File: config.mk
export PLATFORM = sky130hd
export DESIGN_NAME = ttpr_cfg
export DESIGN_NICKNAME = d
export VERILOG_FILES = /design/src/hdl/transposition_table_probe_record_top_macros.svh /design/src/hdl/ttpr_pkg.sv /design/src/hdl/ttpr_cfg.sv
export SDC_FILE = /design/constraint.sdc
export NUM_CORES = 1
export LEC_CHECK = 0
export BUFFER_PORTS_ARGS = -buffer_cell sky130_fd_sc_hd__buf_2
export CAP_MARGIN = 20
export CORE_AREA = 4 4 73 75
export DETAILED_ROUTE_END_ITERATION = 10
export DIE_AREA = 0 0 77 79
export PLACE_DENSITY = 0.71
export SYNTH_ARGS = -nofsm -noshare
export SYNTH_HDL_FRONTEND = slang
export SYNTH_SLANG_ARGS = --single-unit
File: constraint.sdc
create_clock -name clk -period 1.2 [get_ports clk]
set_input_delay 0.24 -clock clk [delete_from_list [all_inputs] [get_ports clk]]
set_output_delay 0.24 -clock clk [all_outputs]
set_load 0.01 [all_outputs]
File: src/hdl/transposition_table_probe_record_top_macros.svh
// Assertion macros shared by the transposition table modules.
`ifndef TRANSPOSITION_TABLE_PROBE_RECORD_TOP_MACROS_SVH
`define TRANSPOSITION_TABLE_PROBE_RECORD_TOP_MACROS_SVH

// Same-cycle implication, sampled on clk and disabled during reset.
`define TTPR_ASSERT_IMP(label, ante, cons, msg) \
  label: assert property (@(posedge clk) disable iff (!rst_n) (ante) |-> (cons)) \
    else $error(msg);

// Next-cycle implication, sampled on clk and disabled during reset.
`define TTPR_ASSERT_NXT(label, ante, cons, msg) \
  label: assert property (@(posedge clk) disable iff (!rst_n) (ante) |=> (cons)) \
    else $error(msg);

`endif

File: src/hdl/ttpr_pkg.sv
// Types, constants and codes of the transposition table block.
package ttpr_pkg;

  localparam int TABLE_ENTRIES_DFLT = 65536;
  localparam int QUEUE_DEPTH        = 2;
  localparam int CFG_ADDR_W         = 3;

  localparam logic [14:0] MATE_SCORE_RST    = 15'd10000;
  localparam logic [14:0] WIN_THRESHOLD_RST = 15'd9900;

  // Register indexes, taken from paddr[2].
  localparam logic REG_MATE_SCORE    = 1'b0;
  localparam logic REG_WIN_THRESHOLD = 1'b1;

  // Bound kinds held in an entry.
  localparam logic [1:0] KIND_EXACT = 2'd0;
  localparam logic [1:0] KIND_UPPER = 2'd1;
  localparam logic [1:0] KIND_LOWER = 2'd2;

  typedef enum logic {
    OP_PROBE  = 1'b0,
    OP_RECORD = 1'b1
  } op_t;

  typedef enum logic [1:0] {
    ST_CLEAR,
    ST_IDLE,
    ST_LOOK
  } back_state_t;

  typedef struct packed {
    logic [14:0] mate_score;
    logic [14:0] win_threshold;
  } cfg_t;

  typedef struct packed {
    op_t                op;
    logic [31:0]        position_key;
    logic [31:0]        check_word_a;
    logic [31:0]        check_word_b;
    logic signed [15:0] lower_bound;
    logic signed [15:0] upper_bound;
    logic signed [7:0]  remaining_depth;
    logic [6:0]         ply_distance;
    logic signed [15:0] record_score;
    logic [1:0]         record_kind;
    logic [15:0]        record_move;
  } item_t;

  typedef struct packed {
    logic [31:0]        lock_a;
    logic [31:0]        lock_b;
    logic signed [15:0] score;
    logic [15:0]        move;
    logic signed [7:0]  depth;
    logic [1:0]         kind;
  } entry_t;

  // Back end to front end control.
  typedef struct packed {
    logic pop;
    logic clearing;
  } back_ctl_t;

  function automatic logic signed [15:0] sat16(input logic signed [17:0] v);
    logic signed [15:0] r;
    if (v > 18'sd32767) begin
      r = 16'sh7fff;
    end else if (v < -18'sd32768) begin
      r = 16'sh8000;
    end else begin
      r = v[15:0];
    end
    return r;
  endfunction

endpackage

File: src/hdl/ttpr_cfg.sv
// APB-style configuration registers for mate score and win threshold.
module ttpr_cfg import ttpr_pkg::*; (
  input  logic                  clk,
  input  logic                  rst_n,
  input  logic                  psel,
  input  logic                  penable,
  input  logic                  pwrite,
  input  logic [CFG_ADDR_W-1:0] paddr,
  input  logic [31:0]           pwdata,
  output logic [31:0]           prdata,
  output logic                  pready,
  output cfg_t                  cfg
);

  cfg_t cfg_r;
  cfg_t cfg_nxt;
  logic wr_en;

  assign pready = 1'b1;
  assign wr_en  = psel && penable && pwrite;

  always_comb begin
    cfg_nxt = cfg_r;
    if (wr_en) begin
      case (paddr[2])
        REG_MATE_SCORE:    cfg_nxt.mate_score    = pwdata[14:0];
        REG_WIN_THRESHOLD: cfg_nxt.win_threshold = pwdata[14:0];
        default:           cfg_nxt = cfg_r;
      endcase
    end
  end

  always_ff @(posedge clk) begin
    if (!rst_n) begin
      cfg_r.mate_score    <= MATE_SCORE_RST;
      cfg_r.win_threshold <= WIN_THRESHOLD_RST;
    end else begin
      cfg_r <= cfg_nxt;
    end
  end

  always_comb begin
    case (paddr[2])
      REG_MATE_SCORE:    prdata = {17'd0, cfg_r.mate_score};
      REG_WIN_THRESHOLD: prdata = {17'd0, cfg_r.win_threshold};
      default:           prdata = 32'd0;
    endcase
  end

  assign cfg = cfg_r;

endmodule

=== Word-level counts from Yosys, hierarchy flattened ===
Cells that the tools add are included.
W data, S select, Z words.

* Mux-type cells: 1
* Bitwise gates (word level): 1
* Reductions and logical operators: 4

{| class="wikitable"
|+ Operator list
! operator !! number
|-
| $pmux W32 S2 || 1
|-
| $reduce_and A2 Y1 || 2
|-
| $logic_and A1 B1 Y1 || 2
|-
| $not A1 Y1 || 1
|}

* Flip-flop bits (word level): 30
* Input bits: 40
* Output and inout bits: 63
* Word-level logic and storage cells: 8

=== Longest topological paths before layout ===
* Depth after elaboration: 3
* Depth in mapped cells: 4

=== Worst setup path before layout ===
No wires, ideal clock.

* Path type: input -> output
* From: input paddr[2]
* To: output prdata[10]
* Arrival: 0.870 ns
* Data required time: 0.960 ns
* Slack: 0.090 ns
* Cell stages on the path: 3
* Buffers on the path: 2
* Cell sequence: buf_6 -> buf_4 -> mux2_2

* Cells in the longest elaborated chain, start to end: 2

{| class="wikitable"
|+ RTL lines
! what !! line !! source
|-
| start, declared || ttpr_cfg.sv:8 || <nowiki>input logic [CFG_ADDR_W-1:0] paddr,</nowiki>
|-
| $not A1 Y1 || n/a ||
|-
| $pmux W32 S2 * || ttpr_cfg.sv:43 || <nowiki>case (paddr[2])</nowiki>
|-
| end, declared || ttpr_cfg.sv:10 || <nowiki>output logic [31:0] prdata,</nowiki>
|}

Every way passes the cells marked *; elsewhere a longest branch is shown, timed or not. The select of a mux whose other input is x is not followed.

=== Final worst setup path ===
* From: input paddr[2]
* To: output prdata[7]

The elaborated chain is that of the path after synthesis.

==> impl_metrics.yaml <==
drt:
  drt_iter0_markers: 20
  vias: 1347
  drc: 0
  drt_pass1_iterations: 5
  viasPerCell: 4.431
  ant_nets: 0
  detail_route.wl_per_cell_um: 12.80
  drt-total-wl_um: 3890
clock_tree:
  worstSkewPairLatency_ns: 0.27
  cts_buffers: 5
  cts_root_buffer: "clkbuf_8"
  clk_pin_slew_ns: 0.06
  htreeDepth: 2
  clock_sinks: 30
  ctsHoldBuffers: 0
  cts_buffer_depth: 2
  cts_tree: "built"
sta:
  rsz0062_at_grt: "yes"
  finalClockSkew_ns: 0
  postLayoutSetupSlackWorst_ns: -0.03149
  finalHoldViolCount: 0
  setup_viol: 15
  period_needed_ns: 1.231
  setup_tns_ns: -0.2977
  fin_crit_sh_pct: 102.6
  fmax_mhz: 812.0
  slew_violations: 0
floorplanning:
  rows: 25
  die_w_um: 77
  core_area_um2: 4661
  floorplan.initialDensity_pct: 33.40
  io_pins: 103
  die_y_um: 79
  dieArea_um2: 6083
finish:
  utilization_pct: 50.36
  final_area_um2: 2347
  n_antenna_cell: 0
  final_cells: 304
  drive_gt1_share_pct: 58.40
  nNetsFinal: 289
  largest_register_ffs: 30
  areaGrowthSynthToFinish_pct: 50.80
  final.fill_count: 429
worst_setup_path:
  start_kind: "input port"
  critical_path_class: "input port to output port"
  cp_data_required_time_ns: 0.96
  crit_path_end_kind: "output port"
  cp.arrival_ns: 0.99
  worst-path-max-fanout: 8
synth:
  synth_area_per_cell_um2: 9.789
  ys_seq_area_share_pct: 38.59
  syn_area_um2: 1556
  synthMuxAreaShare_pct: 30.14
  ys_seq_elements: 30
  synth_compound_area_share_pct: 0
  yosys.area_share.xor_xnor_pct: 0
  yosys.area_share.simple_pct: 18.25
  synth_top_family_by_area: "multiplexers"
  syn_inst: 159
  ys_types: 13
  synthAdderAreaFrac_pct: 0
  synth_warnings: 0
status:
  violations: "negative setup slack"
  status: "finished, violations left"
place:
  hpwl_um: 2612
  dp_cells: 273
  portBuffers: 65
  gp_congestion: 0.6590
  place_area_um2: 1909
power:
  p_total_uw: 2230
  p_leak_uw: 0.001134
  ir_worst_vdd_v: 0.0004455
  power-per-cell-area_nw_per_um2: 950.1
run:
  drv_cap: 0
global_routing:
  grt_overflow: 0
  gr-usage-all-layers_pct: 12.78
  grt_pass1_vias: 1370
  grt_pass1_wl_um: 6134
  grt_max_degree: 52
  antenna_found_initial: 0
hold_path:
  hold_path.class: "input port to register"
-- power by group --
group,switching (uW),internal (uW)
Combinational,173,196
Clock,365,462
Sequential,12.1,1020
-- cells in the mapped netlist, drive strengths merged --
cell type / n / area share [%]
mux2: 15 / 11
and4b: 1 / 0.64
and4: 1 / 0.56
clkbuf: 5 / 1.2
mux2i: 30 / 19
nor2b: 21 / 8.4
buf: 22 / 11
dfxtp: 30 / 39
nand4: 1 / 0.40
nand4b: 1 / 0.96
nand2: 30 / 7.2
conb: 2 / 0.48
-- per-layer routing --
| metal | routed length, um | part of all wire [%] | up-vias | global-route usage, % |
|---|---|---|---|---|
| li1 | - | - | 670 | - |
| met1 | 1530 | 39 | 624 | 13.14 |
| met2 | 2060 | 53 | 48 | 24.39 |
| met3 | 258 | 6.6 | 5 | 3.741 |
| met4 | 40 | 1.0 | 0 | 4.804 |
| met5 | 0 | 0 | - | 0 |
-- kinds of logic (layout without fill, tap and decap cells) --
logic type | after synthesis | count (layout)
AND/OR/NAND/NOR | 55 | 55
multiplexers | 45 | 45
flip-flops | 30 | 30
buffers and inverters | 27 | 102
other | 2 | 18
-- cell usage in the layout (no fill, tap or decap), drive strengths merged --
cell	n
clkbuf	8
and4b	1
conb	18
nand4	1
dfxtp	30
mux2i	30
nand2	30
nor2b	21
clkinv	1
and4	1
nand4b	1
buf	93
mux2	15
-- metrics by stage --
step	worst slack [ns]	hold slack (ns)
global placement	-0.03391	0.4550
global route	-0.06972	0.2078
finish	-0.03149	0.2120
detailed placement	-0.04674	0.4541
floorplan	0.09036	0.3821
CTS	-0.03859	0.1990
-- worst paths after layout --
| kind | cells after the start | slack, ns | end | start |
|---|---|---|---|---|
| setup / recovery | 4 | -0.03 | prdata[7] | paddr[2] |
| hold reg to reg | 2 | 0.47 | cfg[12]$_SDFFE_PN0P_ | cfg[12]$_SDFFE_PN0P_ |
| setup reg to reg | 3 | 0.46 | cfg[28]$_SDFFE_PN1P_ | cfg[28]$_SDFFE_PN1P_ |
| hold / removal | 3 | 0.21 | cfg[22]$_SDFFE_PN0P_ | pwdata[7] |
-- cell type report --
class	count	area [um2]	share of cell area (%)
Clock buffer	7	86.33	3.678
Clock inverter	1	5.005	0.2132
Multi-Input combinational cell	118	850.8	36.25
Sequential cell	30	636.9	27.13
Tap cell	54	67.56	2.878
Timing Repair Buffer	94	700.7	29.85
-- what timing repair did --
| action | in CTS | in global routing |
|---|---|---|
| gates resized for setup | 45 | 8 |
| setup endpoints to repair | 15 | 15 |
| gates cloned | 0 | 1 |
| setup buffers | 20 | 2 |
-- worst max-delay path, stage by stage --
cell    delay (ns)
buf_4         0.13
buf_12        0.15
mux2_2        0.34
buf_6         0.12
Note: power is estimated with default switching activity, not from simulation.
