==> config.mk <==
export PLATFORM = sky130hd
export DESIGN_NAME = ttpr_front_flat
export DESIGN_NICKNAME = d
export VERILOG_FILES = /design/src/hdl/ttpr_pkg.sv /design/src/hdl/ttpr_if.sv /design/src/hdl/ttpr_front.sv /design/src/flat_wrapper.sv
export VERILOG_INCLUDE_DIRS = /design/src /design/src/hdl
export SDC_FILE = /design/constraint.sdc
export NUM_CORES = 1
export LEC_CHECK = 0
export BUFFER_PORTS_ARGS = -buffer_cell sky130_fd_sc_hd__buf_2
export CAP_MARGIN = 25
export CORE_MARGIN = 5
export CORE_UTILIZATION = 47
export DETAILED_ROUTE_END_ITERATION = 10
export GPL_TIMING_DRIVEN = 0
export PLACE_DENSITY = 0.71
export SETUP_SLACK_MARGIN = 0.5
export SLEW_MARGIN = 0
export SYNTH_ARGS = -nofsm -noshare
export SYNTH_HDL_FRONTEND = slang
export SYNTH_SLANG_ARGS = --single-unit
export TNS_END_PERCENT = 20
==> constraint.sdc <==
create_clock -name clk -period 9.48 [get_ports clk]
set_input_delay 0.474 -clock clk [delete_from_list [all_inputs] [get_ports clk]]
set_output_delay 0.474 -clock clk [all_outputs]
set_load 0.05 [all_outputs]
==> src/hdl/transposition_table_probe_record_top_macros.svh <==
// Assertion macros shared by the transposition table modules.
`ifndef TRANSPOSITION_TABLE_PROBE_RECORD_TOP_MACROS_SVH
`define TRANSPOSITION_TABLE_PROBE_RECORD_TOP_MACROS_SVH

// Same-cycle implication, sampled on clk and disabled during reset.
`define TTPR_ASSERT_IMP(label, ante, cons, msg) \
  label: assert property (@(posedge clk) disable iff (!rst_n) (ante) |-> (cons)) \
    else $error(msg);

// Next-cycle implication, sampled on clk and disabled during reset.
`define TTPR_ASSERT_NXT(label, ante, cons, msg) \
  label: assert property (@(posedge clk) disable iff (!rst_n) (ante) |=> (cons)) \
    else $error(msg);

`endif

==> src/hdl/ttpr_pkg.sv <==
// Types, constants and codes of the transposition table block.
package ttpr_pkg;

  localparam int TABLE_ENTRIES_DFLT = 65536;
  localparam int QUEUE_DEPTH        = 2;
  localparam int CFG_ADDR_W         = 3;

  localparam logic [14:0] MATE_SCORE_RST    = 15'd10000;
  localparam logic [14:0] WIN_THRESHOLD_RST = 15'd9900;

  // Register indexes, taken from paddr[2].
  localparam logic REG_MATE_SCORE    = 1'b0;
  localparam logic REG_WIN_THRESHOLD = 1'b1;

  // Bound kinds held in an entry.
  localparam logic [1:0] KIND_EXACT = 2'd0;
  localparam logic [1:0] KIND_UPPER = 2'd1;
  localparam logic [1:0] KIND_LOWER = 2'd2;

  typedef enum logic {
    OP_PROBE  = 1'b0,
    OP_RECORD = 1'b1
  } op_t;

  typedef enum logic [1:0] {
    ST_CLEAR,
    ST_IDLE,
    ST_LOOK
  } back_state_t;

  typedef struct packed {
    logic [14:0] mate_score;
    logic [14:0] win_threshold;
  } cfg_t;

  typedef struct packed {
    op_t                op;
    logic [31:0]        position_key;
    logic [31:0]        check_word_a;
    logic [31:0]        check_word_b;
    logic signed [15:0] lower_bound;
    logic signed [15:0] upper_bound;
    logic signed [7:0]  remaining_depth;
    logic [6:0]         ply_distance;
    logic signed [15:0] record_score;
    logic [1:0]         record_kind;
    logic [15:0]        record_move;
  } item_t;

  typedef struct packed {
    logic [31:0]        lock_a;
    logic [31:0]        lock_b;
    logic signed [15:0] score;
    logic [15:0]        move;
    logic signed [7:0]  depth;
    logic [1:0]         kind;
  } entry_t;

  // Back end to front end control.
  typedef struct packed {
    logic pop;
    logic clearing;
  } back_ctl_t;

  function automatic logic signed [15:0] sat16(input logic signed [17:0] v);
    logic signed [15:0] r;
    if (v > 18'sd32767) begin
      r = 16'sh7fff;
    end else if (v < -18'sd32768) begin
      r = 16'sh8000;
    end else begin
      r = v[15:0];
    end
    return r;
  endfunction

endpackage

==> src/hdl/ttpr_if.sv <==
// Valid/ready channel interfaces for input items and probe results.
interface ttpr_in_if;
  logic               valid;
  logic               ready;
  logic               mode;
  logic [31:0]        position_key;
  logic [31:0]        check_word_a;
  logic [31:0]        check_word_b;
  logic signed [15:0] lower_bound;
  logic signed [15:0] upper_bound;
  logic signed [7:0]  remaining_depth;
  logic [6:0]         ply_distance;
  logic signed [15:0] record_score;
  logic [1:0]         record_kind;
  logic [15:0]        record_move;

  modport source (
    output valid, mode, position_key, check_word_a, check_word_b, lower_bound,
           upper_bound, remaining_depth, ply_distance, record_score, record_kind,
           record_move,
    input  ready
  );
  modport sink (
    input  valid, mode, position_key, check_word_a, check_word_b, lower_bound,
           upper_bound, remaining_depth, ply_distance, record_score, record_kind,
           record_move,
    output ready
  );
endinterface


==> src/hdl/ttpr_front.sv <==
// Front end: accepts input transactions, decodes the operation and queues them.
`include "transposition_table_probe_record_top_macros.svh"

module ttpr_front import ttpr_pkg::*; (
  input  logic       clk,
  input  logic       rst_n,
  ttpr_in_if.sink    in_ch,
  input  back_ctl_t  ctl,
  output logic       item_valid,
  output item_t      item
);

  localparam int PTR_W = $clog2(QUEUE_DEPTH);
  localparam int CNT_W = $clog2(QUEUE_DEPTH + 1);

  item_t            queue_r [QUEUE_DEPTH];
  logic [PTR_W-1:0] wr_ptr_r, wr_ptr_nxt;
  logic [PTR_W-1:0] rd_ptr_r, rd_ptr_nxt;
  logic [CNT_W-1:0] count_r, count_nxt;
  logic             push;
  logic             pop;
  item_t            in_item;

  assign in_ch.ready = (count_r != CNT_W'(QUEUE_DEPTH)) && !ctl.clearing;
  assign push        = in_ch.valid && in_ch.ready;
  assign pop         = ctl.pop;

  always_comb begin
    in_item.op              = in_ch.mode ? OP_RECORD : OP_PROBE;
    in_item.position_key    = in_ch.position_key;
    in_item.check_word_a    = in_ch.check_word_a;
    in_item.check_word_b    = in_ch.check_word_b;
    in_item.lower_bound     = in_ch.lower_bound;
    in_item.upper_bound     = in_ch.upper_bound;
    in_item.remaining_depth = in_ch.remaining_depth;
    in_item.ply_distance    = in_ch.ply_distance;
    in_item.record_score    = in_ch.record_score;
    in_item.record_kind     = in_ch.record_kind;
    in_item.record_move     = in_ch.record_move;
  end

  always_comb begin
    wr_ptr_nxt = wr_ptr_r;
    rd_ptr_nxt = rd_ptr_r;
    count_nxt  = count_r;
    if (push) begin
      wr_ptr_nxt = (wr_ptr_r == PTR_W'(QUEUE_DEPTH - 1)) ? '0 : wr_ptr_r + 1'b1;
    end
    if (pop) begin
      rd_ptr_nxt = (rd_ptr_r == PTR_W'(QUEUE_DEPTH - 1)) ? '0 : rd_ptr_r + 1'b1;
    end
    if (push && !pop) begin
      count_nxt = count_r + 1'b1;
    end else if (pop && !push) begin
      count_nxt = count_r - 1'b1;
    end
  end

  always_ff @(posedge clk) begin
    if (!rst_n) begin
      wr_ptr_r <= '0;
      rd_ptr_r <= '0;
      count_r  <= '0;
    end else begin
      wr_ptr_r <= wr_ptr_nxt;
      rd_ptr_r <= rd_ptr_nxt;
      count_r  <= count_nxt;
    end
  end

  always_ff @(posedge clk) begin
    if (push) begin
      queue_r[wr_ptr_r] <= in_item;
    end
  end

  assign item_valid = (count_r != '0);
  assign item       = queue_r[rd_ptr_r];

  `TTPR_ASSERT_IMP(a_count_bound, 1'b1, count_r <= CNT_W'(QUEUE_DEPTH), "queue overfilled")
  `TTPR_ASSERT_IMP(a_pop_nonempty, pop, count_r != '0, "pop from empty queue")
  `TTPR_ASSERT_NXT(a_push_grows, push && !pop, count_r == $past(count_r) + 1'b1,
                   "queue count did not grow on push")

endmodule

==> src/flat_wrapper.sv <==
// flat-port wrapper written by rule: the top's interface ports become plain ports
module ttpr_front_flat import ttpr_pkg::*;
  (clk, rst_n, ctl, item_valid, item, in_ch_valid, in_ch_mode, in_ch_position_key, in_ch_check_word_a, in_ch_check_word_b, in_ch_lower_bound, in_ch_upper_bound, in_ch_remaining_depth, in_ch_ply_distance, in_ch_record_score, in_ch_record_kind, in_ch_record_move, in_ch_ready);
  ttpr_in_if in_ch_i ();
  input  logic clk;
  input  logic rst_n;
  input  back_ctl_t ctl;
  output logic item_valid;
  output item_t item;
  input wire logic [$bits(in_ch_i.valid)-1:0] in_ch_valid;
  input wire logic [$bits(in_ch_i.mode)-1:0] in_ch_mode;
  input wire logic [$bits(in_ch_i.position_key)-1:0] in_ch_position_key;
  input wire logic [$bits(in_ch_i.check_word_a)-1:0] in_ch_check_word_a;
  input wire logic [$bits(in_ch_i.check_word_b)-1:0] in_ch_check_word_b;
  input wire logic [$bits(in_ch_i.lower_bound)-1:0] in_ch_lower_bound;
  input wire logic [$bits(in_ch_i.upper_bound)-1:0] in_ch_upper_bound;
  input wire logic [$bits(in_ch_i.remaining_depth)-1:0] in_ch_remaining_depth;
  input wire logic [$bits(in_ch_i.ply_distance)-1:0] in_ch_ply_distance;
  input wire logic [$bits(in_ch_i.record_score)-1:0] in_ch_record_score;
  input wire logic [$bits(in_ch_i.record_kind)-1:0] in_ch_record_kind;
  input wire logic [$bits(in_ch_i.record_move)-1:0] in_ch_record_move;
  output wire logic [$bits(in_ch_i.ready)-1:0] in_ch_ready;
  assign in_ch_i.valid = in_ch_valid;
  assign in_ch_i.mode = in_ch_mode;
  assign in_ch_i.position_key = in_ch_position_key;
  assign in_ch_i.check_word_a = in_ch_check_word_a;
  assign in_ch_i.check_word_b = in_ch_check_word_b;
  assign in_ch_i.lower_bound = in_ch_lower_bound;
  assign in_ch_i.upper_bound = in_ch_upper_bound;
  assign in_ch_i.remaining_depth = in_ch_remaining_depth;
  assign in_ch_i.ply_distance = in_ch_ply_distance;
  assign in_ch_i.record_score = in_ch_record_score;
  assign in_ch_i.record_kind = in_ch_record_kind;
  assign in_ch_i.record_move = in_ch_record_move;
  assign in_ch_ready = in_ch_i.ready;
  ttpr_front u_core (.clk(clk), .rst_n(rst_n), .in_ch(in_ch_i), .ctl(ctl), .item_valid(item_valid), .item(item));
endmodule
---- Word level (Yosys, flattened, before mapping) ----
Memory sizes are Yosys's and may differ from the RTL's. A register that Yosys moved wholly into a read port is not among the register bits.
Index checks and enable logic that the tools add are counted.
word-level totals
  bits in registers ....................... 4
  bits in writable memories ............... 356
  input bits .............................. 183
  output and inout port bits .............. 180
  logic and storage cells ................. 27
  memories kept ........................... 1
operators by class
  add/subtract/negate cells ............... 4
  eq/ne operators ......................... 1
  muxes and demuxes ....................... 9
  reductions and logical operators ........ 9
memories
  name            depth  bits a word  read ports  clocked after memory_dff  wr ports  RTL line          RTL
  u_core.queue_r  2      178          1           1                         1         ttpr_front.sv:16  item_t queue_r [QUEUE_DEPTH];
operators by type and width
  kind                                              count
  2-to-1 mux 1 bit                                  7
  logical AND 1 bit                                 4
  2-to-1 mux 2 bit                                  2
  nonzero test 2 bit                                2
  logical NOT 1 bit                                 3
  adder 1 bit, second input constant                2
  adder 2 x 1 -> 2 bit, second input constant       1
  inequality test 2 bit, second input constant      1
  subtractor 2 x 1 -> 2 bit, second input constant  1

---- Depth between registers and ports, before layout ----
Gate-level depths: netlist of the first run.
  depth after elaboration ................. 7
  depth in mapped cells ................... 6
  depth with buffers taken out ............ 6

---- Least setup slack after synthesis of the first run ----
OpenSTA, ideal clock, no wires.
  path kind ............................... input -> register
  from .................................... input ctl[0] (netlist bit)
  to ...................................... memory u_core.queue_r[0][0] (netlist bit) (enable)
  setup time .............................. 0.739 ns
  data arrival time ....................... 8.588 ns
  required time ........................... 8.741 ns
  path slack .............................. 0.153 ns
  stages .................................. 2
  buffers on the path ..................... 0
  path through ............................ nor3b_2 -> nor2b_1
on the way
  longest elaborated chain between the ends .. 5
RTL lines
  what                                    RTL line           RTL
  from (decl)                             flat_wrapper.sv:7  input back_ctl_t ctl;
  logical NOT 1 bit                       ttpr_front.sv:24   assign in_ch.ready = (count_r != CNT_W'(QUEUE_DEPTH)) && !ctl.clearing;
  logical AND 1 bit                       ttpr_front.sv:24
  logical AND 1 bit                       ttpr_front.sv:25   assign push = in_ch.valid && in_ch.ready;
  2-to-1 mux 1 bit                        ttpr_front.sv:72   if (push) begin
  2-to-1 mux 1 bit (implied by the code)  ttpr_front.sv:73   queue_r[wr_ptr_r] <= in_item;
  to (decl)                               ttpr_front.sv:16
Every way passes these cells.

---- Worst setup path in the final report of the first run ----
  from .................................... register u_core.count_r[0]
  to ...................................... memory u_core.queue_r[0][51] (netlist bit) (enable)
on the way
  longest elaborated chain between the ends .. 5
RTL lines
  what                                    RTL line          RTL
  from (decl)                             ttpr_front.sv:19  logic [CNT_W-1:0] count_r, count_nxt;
  from (signal assigned)                  ttpr_front.sv:67  count_r <= count_nxt;
  inequality test 2 bit                   ttpr_front.sv:24
  logical AND 1 bit                       ttpr_front.sv:24
  logical AND 1 bit                       ttpr_front.sv:25
  2-to-1 mux 1 bit                        ttpr_front.sv:72
  2-to-1 mux 1 bit (implied by the code)  ttpr_front.sv:73
Every way passes these cells.

==> results of run 1 <==
[power groups by stage]
stage / registers (mW) / logic (mW) / clock network (mW)
after floorplan: 1.90 / 0.486 / 0
after global placement: 1.91 / 0.638 / 0
after detailed placement: 1.89 / 0.663 / 0
after CTS: 1.86 / 0.665 / 1.42
after global routing: 1.86 / 0.688 / 1.50
final: 1.86 / 0.655 / 1.39
[routing by layer]
layer / global-route usage [%] / routed length, µm / up-vias
met5: 0 / 75 / -
met4: 4.79 / 664 / 12
met3: 6.51 / 2690 / 58
met2: 28.4 / 13900 / 310
met1: 20.0 / 10400 / 3326
li1: - / - / 3137
[path summary, 6_finish.rpt]
| path | from | endpoint | slack (ns) | depth (start not counted) |
|---|---|---|---|---|
| setup / recovery | u_core.count_r[0]$_SDFFE_PN0P_ | u_core.queue_r[0][51]$_DFFE_PP_ | 7.04 | 5 |
| hold / removal | in_ch_position_key[25] | u_core.queue_r[1][170]$_DFFE_PP_ | 0.15 | 1 |
| setup reg to reg | u_core.count_r[0]$_SDFFE_PN0P_ | u_core.queue_r[0][51]$_DFFE_PP_ | 7.04 | 5 |
| hold reg to reg | u_core.wr_ptr_r$_SDFFE_PN0N_ | u_core.wr_ptr_r$_SDFFE_PN0N_ | 0.53 | 2 |
[Yosys cell counts]
master    count  share of area (%)
a21boi_0      1              0.056
and2_1        4               0.19
buf_2         5               0.19
buf_6        15                1.3
dfxtp_1       5               0.74
edfxtp_1    356                 79
ha_1          1              0.093
inv_1         1              0.028
mux2_2       77                6.4
mux2_4      101                 11
mux2i_1       1              0.074
nand2_1       1              0.028
nand2b_1      1              0.046
nor2_1        1              0.028
nor2b_1       2              0.093
nor3b_2       1              0.093
o21ai_0       1              0.037
or2_2         1              0.046
or3_1         1              0.046
xnor2_1       1              0.065
xor2_1        2               0.13
[area by class of cell]
type	instances	area [µm²]	share of cell area (%)
repair buffers	372	2060	11.9
plain buffers	20	194	1.13
multi-input cells	197	2530	14.7
inverters	1	3.75	0.0218
clock buffers	50	1060	6.15
clock inverters	13	111	0.646
flip-flops and latches	361	10800	62.6
well taps	384	480	2.79
diodes	1	2.50	0.0145
[sequential cells by signal (all words and copies together) (netlist names), named ones only]
signal	count
u_core.wr_ptr_r	1
u_core.rd_ptr_r	1
u_core.queue_r	356
u_core.count_r	2
[critical path, cell delays in order, from the launching register on]
cell and delay, ns:
dfxtp_1 0.39, nor2b_1 0.11, nor3b_2 0.36, nor2b_4 0.72, buf_12 0.28, buf_12 0.23
[logic make-up (layout without fill, tap and decap cells)]
family	after synthesis	after routing	synth area share [%]
and+or+nand+nor	12	12	0.565
muxes	179	179	17.7
AOI/OAI and AO/OA	2	2	0.0926
buffers and inverters	21	456	1.46
xor gates and xnor gates	3	3	0.195
DFF	361	361	79.9
other	0	1	0
adders and majority gates	1	1	0.0926
[per-stage QoR]
stage / utilization, % / instance area, µm² / hold slack, ns
after floorplan: - / 13500 / 0.462
after global placement: 55.4 / 15800 / 0.470
after detailed placement: 56.2 / 16100 / 0.526
after CTS: 60.3 / 17200 / 0.123
after global routing: 60.4 / 17200 / 0.118
final: 60.4 / 17200 / 0.152
==> flow_summary.yaml, run 1 <==
status:
  status: "completed"
place:
  place_inst: 1335
  pre_cts_ws_ns: 6.89
  portBuffers: 362
  gp_congestion: 0.720
  hpwlAfterDp_um: 19800
routing:
  wl_per_cell_um: 19.9
  finalWirelength_um: 27800
  vias_per_cell: 4.89
  drtAntennaViolNets: 0
  vias: 6843
  drtIter0Drc: 352
  drt_pass1_iterations: 4
  drc: 0
floorplanning:
  io_pins: 363
  die-area_um2: 32200
  row_count: 62
  fp.dieW_um: 180
  fp.dieH_um: 180
  coreArea_um2: 28500
  initial_utilization_pct: 47.3
grt:
  grt_pass1_wl_um: 42200
  grt_pass1_vias: 7356
  grt_max_degree: 59
  gr-total-overflow: 0
  grt_usage_pct: 16.7
  antenna_found_initial: 7
clock_tree:
  ctsHoldBuffers: 0
  cts_tree: "done"
  cts_inserted_buffers: 39
  clk_path_buf_depth: 3
  post_cts_buffers: 0
  root_buffer: "clkbuf_16"
  clkTransAtPathRegs_ns: 0.06
  cts-resized-gates: 0
  cts_sinks: 361
  insertion_delay_ns: 0.51
  cts_max_level: 2
power_and_ir_drop:
  seq_power_share_pct: 47.6
  p_int_mw: 2.89
  power.density_nw_per_um2: 226
  combPwrFrac_pct: 16.8
  p_sw_share_pct: 25.9
  p_clk_share_pct: 35.5
  ir_drop_mv: 0.134
  p_leak_nw: 6.63
  p_sw_mw: 1.01
  p_total_mw: 3.90
finish:
  final_nets: 1176
  final_cell_mix: "367 x buf_2, 356 x edfxtp_1, 101 x mux2_4"
  mostFrequentLayoutCell: "buf_2"
  drive_gt1_share_pct: 61.4
  finalNonFillerCells: 1399
  synthToLayoutAreaGrowth_pct: 27.5
  fillers: 2154
sta:
  tightest_slew_ns: 0.761
  fin_ws_ns: 7.04
  rsz0062_at_grt: "false"
  maxSlewHeadroom_pct: 49.2
  skew_ns: 0.00736
  setup_viol_count_final: 0
  period_share_pct: 25.7
  final_max_slew_viol_count: 0
  max_freq_mhz: 410
  finalHoldViolCount: 0
  setup_tns_ns: 0
  period_minus_slack_ns: 2.44
setup_path:
  crit_path_end_kind: "flop"
  cp-start-kind: "flop"
  worstPathRequired_ns: 9.68
  worstPathMaxFanout: 32
  critPathKind: "flop to flop"
  arrival_ns: 2.64
yosys:
  avgSynthCellArea_um2: 23.3
  synthesis.area_um2: 13500
  synthCells: 579
  ys_types: 21
  ys_seq_elements: 361
  synth_fp_nets: 763
  synth-seq-area-share_pct: 79.9
  yosysWarnings: 0
flow_run:
  drv_cap: 0
min_path:
  min_path_type: "input port to flop"
(Power assumes the default switching activity.)
==> run 2: changes to the inputs <==
ABC_AREA = 1   (was not set)
clock period = 2.1 ns   (was 9.48 ns; I/O delays follow)
==> flow_summary.yaml, run 2 <==
clock_tree:
  cts_sinks: 361
  cts_max_level: 2
  cts_tree: "done"
  clkTransAtPathRegs_ns: 0.06
  clk_path_buf_depth: 3
  cts_inserted_buffers: 38
  root_buffer: "clkbuf_16"
  insertion_delay_ns: 0.51
setup_path:
  worstPathRequired_ns: 2.00
  critPathKind: "flop to output port"
  crit_path_end_kind: "output port"
  cp-start-kind: "flop"
  worstPathMaxFanout: 5
  arrival_ns: 1.84
power_and_ir_drop:
  p_total_mw: 17.9
  p_leak_nw: 7.95
  ir_drop_mv: 0.866
  power.density_nw_per_um2: 880
yosys:
  ys.flop_type: "edfxtp_1"
  synth_edf_count: 356
  synthCells: 594
  yosys-top-cells-count: "356 x edfxtp_1, 101 x mux2_4, 77 x mux2_2, 15 x buf_6, 11 x inv_1"
  ys_types: 14
  yosysWarnings: 0
  synth_area_leaders: "edfxtp_1 79%, mux2_4 11%, mux2_2 6.4%"
  synth_top_area_share_pct: 79.1
  synthArstFlopShare_pct: 0
  ys_seq_elements: 361
  synth-seq-area-share_pct: 79.8
  synth_top_area_cell: "edfxtp_1"
  synthesis.area_um2: 13500
  synth_fp_nets: 778
  yosysMostFrequentCell: "edfxtp_1"
  avgSynthCellArea_um2: 22.8
routing:
  drt-met1-wl_um: 12600
  vias_per_cell: 4.85
  met2_length_um: 18100
  wl_per_cell_um: 20.8
  drtIter0Drc: 453
  drc: 0
  finalWirelength_um: 33700
  top_layer: "met4"
  wl_met3_um: 2270
  drtAntennaViolNets: 0
  drt_pass1_iterations: 5
  vias: 7876
sta:
  skew_ns: 0.0117
  setup_viol_count_final: 0
  rsz0062_at_grt: "true"
  setup_tns_ns: 0
  final_max_slew_viol_count: 0
  period_minus_slack_ns: 1.94
  tightest_slew_ns: 0.317
  maxSlewHeadroom_pct: 78.9
  fin_ws_ns: 0.158
  period_share_pct: 92.5
  max_freq_mhz: 515
  finalHoldViolCount: 0
  holdWs_ns: 0.174
finish:
  fillers: 1726
  drive_gt1_share_pct: 52.7
  largest-register: "u_core.queue_r"
  multi_input_area_um2: 2550
  final_cell_mix: "356 x edfxtp_1, 228 x buf_2, 181 x dlygate4sd3_1"
  final_nets: 1394
  synthToLayoutAreaGrowth_pct: 50.8
  ff_latch_area_um2: 10800
  top_regs: "u_core.queue_r (356), u_core.count_r (2)"
  post-route-util_pct: 71.4
  mostFrequentLayoutCell: "edfxtp_1"
  largest_reg_flops: 356
place:
  hpwlAfterDp_um: 19900
  pre_cts_ws_ns: -0.118
  portBuffers: 362
  gp_congestion: 0.735
floorplanning:
  io_pins: 363
  die-area_um2: 32300
  fp.dieW_um: 180
  coreArea_um2: 28500
  initial_utilization_pct: 47.4
  row_count: 62
  fp.dieH_um: 180
grt:
  grt_usage_pct: 19.4
  antenna_found_initial: 2
  gr-total-overflow: 0
  grt_pass1_vias: 8439
  grt_pass1_wl_um: 49200
  grt_max_degree: 42
min_path:
  min_path_type: "input port to flop"
flow_run:
  drv_cap: 0
status:
  status: "completed"
## run 2: cell count changes after synthesis, sizes merged, moves of 2 or more
cell	before	now
and2	4	0
xor2	2	0
inv	1	11
nand4	0	2
a21oi	0	2
nand3	0	2
nand2	1	10
nor2b	2	0
nor2	1	6
## run 2: layout make-up
| class | count | share of cell area [%] |
|---|---|---|
| Inverter | 11 | 0.221 |
| Antenna cell | 2 | 0.0246 |
| Clock inverter | 20 | 0.792 |
| Timing Repair Buffer | 576 | 24.2 |
| Tap cell | 384 | 2.36 |
| Sequential cell | 361 | 53.0 |
| Clock buffer | 48 | 5.16 |
| Multi-Input combinational cell | 202 | 12.5 |
| Buffer | 20 | 1.76 |
## run 2: repair_timing
item,4_1_cts,5_1_grt
setup buffers,5,4
hold buffers,181,0
endpoints found under the setup margin,507,419
endpoints found under the hold margin,361,0
gates cloned,3,9
pin swaps,1,0
resized for setup,172,113
## run 2: final timing paths
kind | startpoint | endpoint | slack [ns] | cells after the start
min reg2reg | u_core.rd_ptr_r$_SDFFE_PN0P_ | u_core.rd_ptr_r$_SDFFE_PN0P_ | 0.51 | 2
min | in_ch_valid | u_core.count_r[0]$_SDFFE_PN0P_ | 0.17 | 5
max reg2reg | u_core.count_r[0]$_SDFFE_PN0P_ | u_core.queue_r[0][163]$_DFFE_PP_ | 0.49 | 6
max | flop | item[112] | 0.16 | 5
## run 2: through the flow
step                      instance area (µm²)  instances
after floorplan                         13500        594
after global placement                  15800       1340
after detailed placement                16100       1352
after CTS                               19800       1609
after global routing                    20400       1624
final                                   20400       1624
## run 2: worst max-delay path, stage by stage (launching register included)
cell and delay [ns]:
dfxtp_4 0.36, clkbuf_16 0.16, clkbuf_16 0.17, buf_12 0.14, mux2_4 0.33, buf_8 0.16
## run 2: layer usage
| layer | vias to the layer above | track usage (%) |
|---|---|---|
| met4 | 0 | 5.36 |
| met2 | 338 | 34.9 |
| li1 | 3587 | - |
| met3 | 56 | 5.64 |
| met1 | 3895 | 22.6 |
| met5 | - | 0 |
## run 2: cells by family after synthesis
logic type | synth area share [%]
adders and majority gates | 0.0925
DFF | 79.8
buffers and inverters | 1.74
AOI/OAI and AO/OA | 0.111
and+or+nand+nor | 0.611
muxes | 17.6
## run 2: where the power goes
part,internal (mW),leakage (nW),switching (mW)
logic,1.37,4.07,1.81
registers,8.25,3.30,0.0798
clock network,3.80,0.577,2.62
total,13.4,7.95,4.51
==> run 3: changes to the inputs <==
CORE_ASPECT_RATIO = 0.9   (was not set)
MAX_ROUTING_LAYER = met4   (was not set)
==> flow_summary.yaml, run 3 (synthesis results as in run 2) <==
status:
  status: "completed"
finish:
  top_regs: "u_core.queue_r (356), u_core.count_r (2)"
  largest_reg_flops: 356
  final_cell_mix: "356 x edfxtp_1, 266 x buf_2, 181 x dlygate4sd3_1"
  drive_gt1_share_pct: 52.8
  final_nets: 1403
  mostFrequentLayoutCell: "edfxtp_1"
  synthToLayoutAreaGrowth_pct: 49.0
  largest-register: "u_core.queue_r"
  post-route-util_pct: 71.5
  stdcell_area_um2: 20100
clock_tree:
  clk_path_buf_depth: 3
  cts_tree: "done"
  cts_max_level: 2
  clkTransAtPathRegs_ns: 0.06
  insertion_delay_ns: 0.50
  root_buffer: "clkbuf_16"
  cts_inserted_buffers: 37
  cts_sinks: 361
sta:
  final_max_slew_viol_count: 0
  tightest_slew_ns: 0.477
  setup_viol_count_final: 0
  period_share_pct: 93.8
  max_freq_mhz: 508
  setup_tns_ns: 0
  finalHoldViolCount: 0
  fin_ws_ns: 0.131
  rsz0062_at_grt: "true"
  maxSlewHeadroom_pct: 68.2
  period_minus_slack_ns: 1.97
  holdWs_ns: 0.0534
  skew_ns: 0.0120
setup_path:
  arrival_ns: 1.86
  cp-start-kind: "flop"
  reg2reg_to: "u_core.queue_r[0][83]$_DFFE_PP_"
  r2r_setup_slack_ns: 0.29
  crit-reg2reg-launch: "u_core.count_r[0]$_SDFFE_PN0P_"
  rr_worst_depth: 7
  worstPathMaxFanout: 6
  crit_path_end_kind: "output port"
  critPathKind: "flop to output port"
  worstPathRequired_ns: 2.00
place:
  portBuffers: 362
  pre_cts_ws_ns: -0.486
  gp_congestion: 0.770
  hpwlAfterDp_um: 19900
  placed_area_um2: 16000
routing:
  top_layer: "met4"
  vias_per_cell: 4.97
  drtAntennaViolNets: 0
  drtIter0Drc: 448
  met2_length_um: 18700
  wl_met3_um: 2510
  drc: 0
  wl_per_cell_um: 21.9
  finalWirelength_um: 35200
  drt-met1-wl_um: 12900
  vias: 7992
  drt_pass1_iterations: 4
grt:
  grt_pass1_vias: 8734
  grt_pass1_wl_um: 49600
  gr-total-overflow: 0
  antenna_found_initial: 4
  grt_usage_pct: 20.5
  grt_max_degree: 33
power_and_ir_drop:
  seq_power_share_pct: 47.3
  power.density_nw_per_um2: 875
  p_sw_share_pct: 25.3
  p_int_mw: 13.2
  p_leak_nw: 7.90
  p_clk_share_pct: 35.0
  combPwrFrac_pct: 17.8
  p_sw_mw: 4.46
  ir_drop_mv: 0.755
floorplanning:
  row_count: 58
  fp.dieW_um: 189
  die-area_um2: 32300
  coreArea_um2: 28200
  fp.dieH_um: 171
  io_pins: 363
  initial_utilization_pct: 48.0
flow_run:
  drv_cap: 0
min_path:
  min_path_type: "input port to flop"
  min_to: "u_core.wr_ptr_r$_SDFFE_PN0N_"
  min-delay-start: "ctl[0]"
  whs_path_depth: 6
-- run 3: changes by cell type in the layout (fill, tap and decap cells not counted), moves of 3 or more --
cell,delta
clkbuf_1,+3
buf_12,-5
clkinvlp_4,-4
bufbuf_16,+5
buf_6,-22
buf_4,-6
buf_8,-6
clkbuf_4,+6
mux2_2,+4
diode_2,+3
clkbuf_16,-6
mux2_4,-4
buf_2,+38
-- run 3: cell type report --
type / count / area [µm²]
Buffer: 20 / 338
Clock inverter: 15 / 146
Timing Repair inverter: 1 / 7.51
Timing Repair Buffer: 585 / 4850
Clock buffer: 47 / 963
Sequential cell: 361 / 10800
Tap cell: 360 / 450
Fill cell: 1660 / 8020
Multi-Input combinational cell: 202 / 2530
Antenna cell: 5 / 12.5
Inverter: 11 / 45.0
-- run 3: repair_timing --
action	CTS	global route
buffers inserted	10	5
gates cloned	10	8
endpoints found under the setup margin	520	397
resized for setup	19	270
hold buffers	181	0
pin swaps	2	0
endpoints found under the hold margin	361	0
-- run 3: power by group through the flow --
stage	registers, mW	clock network (mW)	logic (mW)
after global routing	8.35	6.62	3.25
after floorplan	8.48	0	1.76
after global placement	8.50	0	2.35
final	8.33	6.17	3.13
after CTS	8.32	6.25	2.84
after detailed placement	8.47	0	2.43
-- run 3: through the flow --
step / std cells / total power, mW
after floorplan: 594 / 10.2
after global placement: 1316 / 10.9
after detailed placement: 1326 / 10.9
after CTS: 1589 / 17.4
after global routing: 1606 / 18.2
final: 1607 / 17.6
-- run 3: worst max-delay path by stage --
stage	cells after the start	startpoint	slack [ns]	end
3_5_place_dp	7	u_core.count_r[0]$_SDFFE_PN0P_	-0.49	u_core.queue_r[1][78]$_DFFE_PP_
2_1_floorplan	4	u_core.count_r[0]$_SDFFE_PN0P_	-1.53	u_core.queue_r[1][0]$_DFFE_PP_
4_1_cts	5	flop	0.04	item[102]
6_report	5	flop	0.13	item[120]
3_3_place_gp	4	u_core.count_r[0]$_SDFFE_PN0P_	-3.18	u_core.queue_r[1][99]$_DFFE_PP_
5_1_grt	5	flop	0.07	item[120]
-- run 3: per-layer routing --
| layer | track usage [%] | vias up |
|---|---|---|
| met3 | 5.47 | 77 |
| met5 | - | - |
| li1 | - | 3610 |
| met1 | 23.4 | 3964 |
| met4 | 5.64 | 0 |
| met2 | 36.2 | 341 |
-- run 3: worst max-delay path, stage by stage, from the launching register on --
cell and delay (ns):
dfxtp_4 0.37, buf_12 0.14, clkbuf_16 0.19, buf_12 0.15, mux2_4 0.31, buf_2 0.22
